$ cat config.mk
export PLATFORM = sky130hd
export DESIGN_NAME = sorted_address_range_table_core
export DESIGN_NICKNAME = d
export VERILOG_FILES = /design/src/design/sart_pkg.sv /design/src/design/sart_cell.sv /design/src/design/sorted_address_range_table_core.sv
export SDC_FILE = /design/constraint.sdc
export NUM_CORES = 2
export LEC_CHECK = 0
export ABC_AREA = 1
export BUFFER_PORTS_ARGS = -buffer_cell sky130_fd_sc_hd__clkbuf_2
export CAP_MARGIN = 25
export CORE_MARGIN = 1.5
export CORE_UTILIZATION = 35
export DETAILED_ROUTE_END_ITERATION = 16
export HOLD_SLACK_MARGIN = 0.1
export SLEW_MARGIN = 20
export SYNTH_ARGS = -nofsm -noshare
export SYNTH_HDL_FRONTEND = slang
export SYNTH_HIERARCHICAL = 1
export SYNTH_SLANG_ARGS = --single-unit
$ cat constraint.sdc
create_clock -name clk -period 9.7 [get_ports clk]
set_input_delay 0.97 -clock clk [delete_from_list [all_inputs] [get_ports clk]]
set_output_delay 0.97 -clock clk [all_outputs]
set_load 0.02 [all_outputs]
$ cat src/design/sart_pkg.sv
// ----------------------------------------------------------------------------
// sart_pkg: shared types and codes for the sorted address range table
// Holds the command and status codes, the request and result words, and the
// entry and cell control types used by the table core and its cells.
// ----------------------------------------------------------------------------
`timescale 1ns / 1ps
`default_nettype none

package sart_pkg;

    localparam logic [1:0] CMD_CLEAR  = 2'd0;
    localparam logic [1:0] CMD_INSERT = 2'd1;
    localparam logic [1:0] CMD_LOOKUP = 2'd2;

    localparam logic [2:0] STAT_CLEARED   = 3'd0;
    localparam logic [2:0] STAT_INSERTED  = 3'd1;
    localparam logic [2:0] STAT_DUPLICATE = 3'd2;
    localparam logic [2:0] STAT_FULL      = 3'd3;
    localparam logic [2:0] STAT_FOUND     = 3'd4;
    localparam logic [2:0] STAT_EMPTY     = 3'd5;

    typedef struct packed {
        logic [1:0]  command;
        logic [15:0] address;
        logic        block_kind;
    } in_word_t;

    typedef struct packed {
        logic [2:0]  status;
        logic [5:0]  entry_index;
        logic [15:0] region_start;
        logic        region_kind;
        logic [6:0]  entry_total;
    } out_word_t;

    typedef struct packed {
        logic [15:0] start;
        logic        kind;
    } entry_t;

    typedef struct packed {
        logic        cmp_en;
        logic        ins_en;
        logic [15:0] probe;
        entry_t      new_entry;
    } cell_ctrl_t;

endpackage

`default_nettype wire

$ cat src/design/sart_cell.sv
// ----------------------------------------------------------------------------
// sart_cell: one slot of the sorted table
// Holds one region start and kind, compares it against the probe address,
// and on insert either keeps its entry, takes the new one, or shifts in the
// entry of its lower neighbor.
// ----------------------------------------------------------------------------
`timescale 1ns / 1ps
`default_nettype none

module sart_cell
    import sart_pkg::*;
(
    input  wire logic       clk,
    input  wire cell_ctrl_t ctrl,
    input  wire logic       cell_valid,
    input  wire logic       prev_lt,
    input  wire entry_t     prev_entry,
    output entry_t          entry,
    output logic            lt,
    output logic            le
);

    entry_t entry_reg;
    entry_t entry_next;
    logic   lt_reg;
    logic   lt_next;
    logic   le_reg;
    logic   le_next;

    always_comb
    begin
        lt_next    = lt_reg;
        le_next    = le_reg;
        entry_next = entry_reg;
        if (ctrl.cmp_en)
        begin
            lt_next = cell_valid && (entry_reg.start < ctrl.probe);
            le_next = cell_valid && (entry_reg.start <= ctrl.probe);
        end
        // slots at or above the insert point move up by one
        if (ctrl.ins_en && !lt_reg)
        begin
            entry_next = prev_lt ? ctrl.new_entry : prev_entry;
        end
    end

    always_ff @(posedge clk)
    begin
        entry_reg <= entry_next;
        lt_reg    <= lt_next;
        le_reg    <= le_next;
    end

    assign entry = entry_reg;
    assign lt    = lt_reg;
    assign le    = le_reg;

endmodule

`default_nettype wire

$ cat src/design/sorted_address_range_table_core.sv
// result: an accepted word passes the compare and execute states, then the
// done register gives its result strobe (done is high for one cycle)
// accept: a new word is taken only in the idle state, after the compare and
// execute steps that every word takes through the row of cells
// reset: clears the entry count and the control state; table slots hold
// no reset and are only read below the count
// ----------------------------------------------------------------------------
// sorted_address_range_table_core: sorted region start table with lookup
// A row of cells keeps region starts in ascending order; inserts shift the
// upper slots along the row, lookups find the range that holds an address.
// ----------------------------------------------------------------------------
`timescale 1ns / 1ps
`default_nettype none

module sorted_address_range_table_core
    import sart_pkg::*;
#(
    parameter int CAPACITY = 64
)
(
    input  wire logic     clk,
    input  wire logic     rst_n,
    input  wire logic     start,
    input  wire in_word_t request,
    output logic          busy,
    output logic          done,
    output out_word_t     result
);

    localparam int IDX_W = $clog2(CAPACITY);
    localparam int CNT_W = $clog2(CAPACITY + 1);

    typedef enum logic [2:0] {
        IDLE    = 3'b001,
        COMPARE = 3'b010,
        EXECUTE = 3'b100
    } state_t;

    state_t     state_reg;
    state_t     state_next;
    in_word_t   req_reg;
    logic [CNT_W-1:0] count_reg;
    logic [CNT_W-1:0] count_next;
    logic       done_reg;
    out_word_t  result_reg;
    out_word_t  result_next;

    cell_ctrl_t    ctrl;
    entry_t        cell_entry [CAPACITY];
    logic [CAPACITY-1:0] cell_valid;
    logic [CAPACITY-1:0] lt;
    logic [CAPACITY-1:0] le;
    logic [CAPACITY-1:0] ins_hot;
    logic [CAPACITY-1:0] look_sel;

    logic             is_clear;
    logic             is_insert;
    logic             dup;
    logic             full;
    logic             ins_do;
    logic [IDX_W-1:0] ins_idx;
    logic [IDX_W-1:0] look_idx;
    entry_t           look_entry;
    logic [IDX_W+5:0] idx_wide;
    logic [CNT_W+6:0] cnt_wide;

    assign is_clear  = (req_reg.command == CMD_CLEAR);
    assign is_insert = (req_reg.command == CMD_INSERT);
    assign full      = (count_reg == CNT_W'(CAPACITY));
    assign dup       = |(le & ~lt);
    assign ins_do    = (state_reg == EXECUTE) && is_insert && !dup && !full;

    assign ctrl.cmp_en           = (state_reg == COMPARE);
    assign ctrl.ins_en           = ins_do;
    assign ctrl.probe            = req_reg.address;
    assign ctrl.new_entry.start  = req_reg.address;
    assign ctrl.new_entry.kind   = req_reg.block_kind;

    genvar gi;
    generate
        for (gi = 0; gi < CAPACITY; gi++)
        begin : g_cell
            logic   prev_lt;
            entry_t prev_entry;
            if (gi == 0)
            begin : g_first
                assign prev_lt    = 1'b1;
                assign prev_entry = ctrl.new_entry;
            end
            else
            begin : g_rest
                assign prev_lt    = lt[gi-1];
                assign prev_entry = cell_entry[gi-1];
            end
            assign cell_valid[gi] = (CNT_W'(gi) < count_reg);
            sart_cell u_cell (
                .clk        (clk),
                .ctrl       (ctrl),
                .cell_valid (cell_valid[gi]),
                .prev_lt    (prev_lt),
                .prev_entry (prev_entry),
                .entry      (cell_entry[gi]),
                .lt         (lt[gi]),
                .le         (le[gi])
            );
        end
    endgenerate

    // insert point is the edge of the less-than thermometer, lookup picks
    // the last slot at or below the address, or the top occupied slot if none
    always_comb
    begin
        ins_idx    = '0;
        look_idx   = '0;
        look_entry = '0;
        for (int i = 0; i < CAPACITY; i++)
        begin
            ins_hot[i] = ((i == 0) ? 1'b1 : lt[(i == 0) ? 0 : i-1]) && !lt[i];
            if (le[0])
            begin
                look_sel[i] = le[i] && ((i == CAPACITY-1) ? 1'b1
                                        : !le[(i == CAPACITY-1) ? i : i+1]);
            end
            else
            begin
                look_sel[i] = (count_reg == CNT_W'(i + 1));
            end
            if (ins_hot[i])
            begin
                ins_idx = ins_idx | IDX_W'(i);
            end
            if (look_sel[i])
            begin
                look_idx   = look_idx | IDX_W'(i);
                look_entry = look_entry | cell_entry[i];
            end
        end
    end

    always_comb
    begin
        count_next  = count_reg;
        result_next = '0;
        idx_wide    = '0;
        if (is_clear)
        begin
            count_next         = '0;
            result_next.status = STAT_CLEARED;
        end
        else if (is_insert)
        begin
            if (dup)
            begin
                result_next.status = STAT_DUPLICATE;
            end
            else if (full)
            begin
                result_next.status = STAT_FULL;
            end
            else
            begin
                count_next              = count_reg + CNT_W'(1);
                idx_wide                = {6'd0, ins_idx};
                result_next.status      = STAT_INSERTED;
                result_next.entry_index = idx_wide[5:0];
            end
        end
        else if (count_reg == '0)
        begin
            result_next.status = STAT_EMPTY;
        end
        else
        begin
            idx_wide                 = {6'd0, look_idx};
            result_next.status       = STAT_FOUND;
            result_next.entry_index  = idx_wide[5:0];
            result_next.region_start = look_entry.start;
            result_next.region_kind  = look_entry.kind;
        end
        cnt_wide                = {7'd0, count_next};
        result_next.entry_total = cnt_wide[6:0];
    end

    always_comb
    begin
        case (state_reg)
            IDLE:    state_next = start ? COMPARE : IDLE;
            COMPARE: state_next = EXECUTE;
            EXECUTE: state_next = IDLE;
            default: state_next = IDLE;
        endcase
    end

    always_ff @(posedge clk or negedge rst_n)
    begin
        if (!rst_n)
        begin
            state_reg <= IDLE;
            count_reg <= '0;
            done_reg  <= 1'b0;
        end
        else
        begin
            state_reg <= state_next;
            done_reg  <= (state_reg == EXECUTE);
            if (state_reg == EXECUTE)
            begin
                count_reg <= count_next;
            end
        end
    end

    always_ff @(posedge clk)
    begin
        if (state_reg == IDLE && start)
        begin
            req_reg <= request;
        end
        if (state_reg == EXECUTE)
        begin
            result_reg <= result_next;
        end
    end

    assign busy   = (state_reg != IDLE);
    assign done   = done_reg;
    assign result = result_reg;

    a_count_bound: assert property (@(posedge clk) disable iff (!rst_n)
        count_reg <= CNT_W'(CAPACITY))
        else $error("entry count above capacity");

    a_done_after_exec: assert property (@(posedge clk) disable iff (!rst_n)
        done |-> $past(state_reg == EXECUTE))
        else $error("result strobe without execute step");

    a_accept_busy: assert property (@(posedge clk) disable iff (!rst_n)
        (start && !busy) |=> (busy && !done))
        else $error("accepted word did not raise busy");

    a_ins_point: assert property (@(posedge clk) disable iff (!rst_n)
        ins_do |-> $onehot(ins_hot))
        else $error("insert point not unique");

    a_look_sel: assert property (@(posedge clk) disable iff (!rst_n)
        (state_reg == EXECUTE && req_reg.command[1] && count_reg != '0)
            |-> $onehot(look_sel))
        else $error("lookup select not unique");

endmodule

`default_nettype wire
### After elaboration in Yosys (flattened, before gate mapping)

Index checks and enable logic that the tools add are counted.

* register bits after elaboration: 1279
* input port bits: 22
* output and inout bits: 35
* logic and storage cells: 1401

* $add $sub $neg: 1
* magnitude comparators: 192
* equal/unequal tests: 69
* mux-type cells: 353
* bitwise logic cells: 65
* reduce and logical (&&, ||, !) cells: 454

Operators with widths (count)
* 2-to-1 mux 17 bit: 129
* bitwise OR 17 bit: 63
* less-or-equal comparator 16 bit: 64
* < comparator 16 bit: 64
* 2-to-1 mux 6 bit: 71
* logical AND 1 bit: 322
* == test 7 x 6 -> 1 bit, second input constant: 32
* < comparator 6 x 7 -> 1 bit, first input constant: 32
* 2-to-1 mux 5 bit: 32
* zero test 1 bit: 129
* == test 7 x 5 -> 1 bit, second input constant: 16
* < comparator 5 x 7 -> 1 bit, first input constant: 16
* 2-to-1 mux 7 bit: 10
* 2-to-1 mux 23 bit: 3
* 2-to-1 mux 1 bit: 67
* AND 64 bit: 1
* 2-to-1 mux 4 bit: 16
* NOT 64 bit: 1
* OR reduction 64 bit: 1
* == test 7 x 4 -> 1 bit, second input constant: 8
* < comparator 4 x 7 -> 1 bit, first input constant: 8
* 2-to-1 mux 3 bit: 16
* == test 7 x 3 -> 1 bit, second input constant: 4
* < comparator 3 x 7 -> 1 bit, first input constant: 4
* other kinds (16): 25

### Logic depth before layout (Yosys ltp)

* word-level depth: 135
* gate-level depth with buffers: 18

### Cells and area by module

Netlist, hierarchy kept.

By module, submodules not included
* sart_cell: times used 64, cells each 118, area an instance 1288.7 um^2, sequential area each 570.5 um^2
* sorted_address_range_table_core: times used 1, cells each 3284, area an instance 15142.0 um^2, sequential area each 1838.0 um^2

### Worst setup path after synthesis

No wires, ideal clock.

* path kind: register -> register
* start point: reg state_reg[2]
* end point: reg g_cell[0].u_cell.le_reg (enable)
* library setup time: 0.775 ns
* arrival: 9.118 ns
* required time: 8.925 ns
* path slack: -0.193 ns
* stages on the path, launching flop included: 2
* path buffers: 0
* path through: dfrtp_1 > nor3_1

RTL lines
* start, declared: RTL line sorted_address_range_table_core.sv:39 `state_t state_reg;`
* start signal, assigned: RTL line sorted_address_range_table_core.sv:204 `state_reg <= state_next;`
* end signal, assigned: RTL line sart_cell.sv:51 `le_reg <= le_next;`
* end, declared: RTL line sart_cell.sv:27 `logic le_reg;`

==> impl_results.md <==
* Hold path cells at 1
* Core ar. at ~280,000 um^2
* Share of layout cells above drive strength 1 at between 10% and 20%
* Post-synthesis mux area share at between 10% and 20%
* Post-Syn Area at between 90,000 and 100,000 um^2
* Endpoints failing setup at 0
* Layout area overhead at 10.2%
* Mapped Cells at ~11,000
* Reg clk slew, reported paths at around 60 ps
* Util after Layout at between 30% and 40%
* Critical Path AT at between 5000 and 6000 ps
* Synth Area in XOR/XNOR at less than 1%
* CTS Buffer Depth at 4
* Via density at approximately 5.6
* Design area at approximately 110,000 um^2
* Initial antenna violation count at ~110
* Setup TNS at 0 ps
* CP max stage delay at 1030 ps
* Power per Cell Area at ~180 nW/um^2
* DR WL/cell at 39.4 um
* Drt pass-1 iters at 6
* Initial drt markers at ~12,000
* Leading area contributor after synthesis: edfxtp_1
* Port Buffers at between 50 and 60
* Number of clock sinks seen by CTS at between 1,000 and 1,500
* RSZ-0062 raised after global routing: false
* IO Count at 57
* Hold WS at 253 ps
* Fmax achieved at ~190 MHz
* Largest family of logic cells by synthesized area: simple AND/OR/NAND/NOR gates
* HPWL after detailed placement at about 470 mm
* Initial core utilization at a little over a third
* EDFF count, synth at roughly 1,300
* Final count of hold timing violations at 0
* Gpl congestion at between 1 and 1.5
* Worst rel slew slack at about 13%
* Syn avg cell area at 9.01 um^2
* Largest net degree at the start of global routing at 82
* Core Rows at about 190
* Worst Max-Slew Pin Slew at 1310 ps
* Tcrit/Tclk final at 54.1%
* Maximum fanout along the worst path at 23
* CP endpoint kind: register
* Vias in the first global route at 74,800
* Worst reg2reg path depth at 15
* Total global routing track utilization at between 40% and 50%
* Reg-to-Reg Start: g_cell[31].u_cell/lt
* Final Slew Violations at 0
* Die Area at 282,000 um^2
* Flop2flop setup slack at approximately 4500 ps
* Max reg flops at roughly 1,100
* Synth Area in Adders at 13.2%
* Width of the die at about 530 um
* Most common cell after layout, fill and taps aside: nand2_1
* Synth Flop Type: edfxtp_1
* Power Total at approximately 19 mW
* Most frequent cells in the layout: nand2_1 (3,276), inv_1 (1,934), edfxtp_1 (1,268), ha_1 (1,028), nor2_1 (919)
* CTS Buf Count at between 150 and 200
* FF-to-FF End: g_cell[44].u_cell/entry[12]
* YS warnings at 6
* CP bufs+invs at 5
* CP top delay family: simple AND/OR/NAND/NOR gates
* Synthesis-stage register bit count at around 1,300
* Worst path slowest cell: edfxtp_1
* Total Nets Final at around 12,000
* Worst Hold Class: in -> reg
* Syn_nets at 11,900
* First-pass GRT wire length at 751 mm
* Die Ht at approximately 530 um
* TritonCTS clock tree: built
* Yosys cell types at 46
* Hold worst-path end: ctrl[10]
* Crit path launch: g_cell[31].u_cell/lt
* DP Area at slightly above 100,000 um^2
* Compound-cell area share of the yosys netlist at between 3 and 4%
* Clock latency on the worst-skew pair at just over 900 ps
* CP Cell Sequence: inv_1 > nand2_1 > o21ai_0 > nor2_1 > nand2_1 > nor2_1 > nand2_1 > nor2_4 > nand3_1 > nor2_4 > buf_4 > buf_4 > inv_1 > nor2_1 > buf_4
* DRC violation count after routing at 0
* Sequential share of the synthesized area at about two fifths
* Main area contributors after synthesis: edfxtp_1 (39%), ha_1 (13%), nand2_1 (13%)
* Kind of critical path: reg -> reg
* Max cap viols at 0
* Data required time at the worst endpoint at 10,290 ps
* Worst IR Drop VDD at about 140 uV
* Status: finished, final reports clean
* Final ANT Viol Nets at 0
* Post-synthesis simple-gate area fraction at between 10% and 20%
* Worst Min Path Start: request[10]
* Vias at approximately 84,000
* Static Leak at 53.4 nW
* H-tree Lvls at 4
* Worst Skew at 78.9 ps
* Post-route minimum period at between 5000 and 6000 ps
* CP startpoint kind: register
* Remaining Overflow, GRT at 0
* Final wirelength at between 500 and 600 mm
* Synth async-reset ratio at less than 1%
* Top cell type's share of synthesized area at between 30% and 40%
* Root buffer cell: clkbuf_16
-- timing repair --
item                      4_1_cts  5_1_grt
setup buffers                   0        0
gates resized for setup         0        0
hold buffers                    1        0
hold endpoints to repair       10        0
-- Yosys cell counts, types with 6 or more instances --
master	n
nand2_1	3280
inv_1	1934
edfxtp_1	1268
ha_1	1028
nor2_1	925
mux2_4	640
mux2_2	448
a21oi_1	362
nand4_1	184
nand3_1	175
o21ai_0	142
buf_6	75
a21o_1	64
buf_12	64
buf_4	47
nand2_2	47
buf_2	29
nor3_1	26
dfrtp_1	10
clkbuf_1	9
nand3b_1	7
nor2_2	6
o21ai_2	6
-- worst max-delay path by stage --
stage | to | slack [ps] | depth (start not counted)
floorplan | g_cell[0].u_cell/entry[0] | 2600 | 6
global placement | g_cell[10].u_cell/entry[11] | 4450 | 16
detailed placement | g_cell[29].u_cell/entry[6] | 4660 | 15
CTS | g_cell[29].u_cell/entry[10] | 4610 | 15
global route | g_cell[44].u_cell/entry[10] | 4390 | 15
finish | g_cell[44].u_cell/entry[12] | 4460 | 15
-- layer usage --
metal,global-route usage [%],part of all wire (%),vias to the layer above
li1,-,-,35800
met1,53.4,40,41500
met2,60.1,42,5356
met3,9.90,10,1126
met4,26.2,7.5,70
met5,0,0.074,-
-- report_power, final --
| group | internal, mW | leakage [nW] | switching (mW) |
|---|---|---|---|
| Combinational | 2.15 | 39.2 | 4.29 |
| Clock | 3.64 | 2.60 | 2.79 |
| Sequential | 6.36 | 11.6 | 0.123 |
-- logic make-up after synthesis --
| family | Yosys count |
|---|---|
| muxes | 1088 |
| buffers and inverters | 2167 |
| other | 1 |
| adders and majority gates | 1028 |
| DFF | 1279 |
| AOI/OAI and AO/OA | 593 |
| xor gates and xnor gates | 3 |
| and+or+nand+nor | 4677 |
-- area by class of cell --
type                            count  area, um^2
Antenna cell                       47         118
Clock buffer                      196        4260
Clock inverter                    100        1160
Fill cell                       28200      169000
Inverter                         1943        7300
Multi-Input combinational cell   7390       49400
Sequential cell                  1279       38400
Tap cell                         3705        4640
Timing Repair Buffer              304        2370
-- metrics by stage --
stage,worst slack [ps],std cells
6_report,4460,15000
5_1_grt,4390,14900
4_1_cts,4610,14900
3_5_place_dp,4660,14600
3_3_place_gp,4450,14600
2_1_floorplan,2600,10800
No activity file was read; power rests on OpenSTA's default activity.
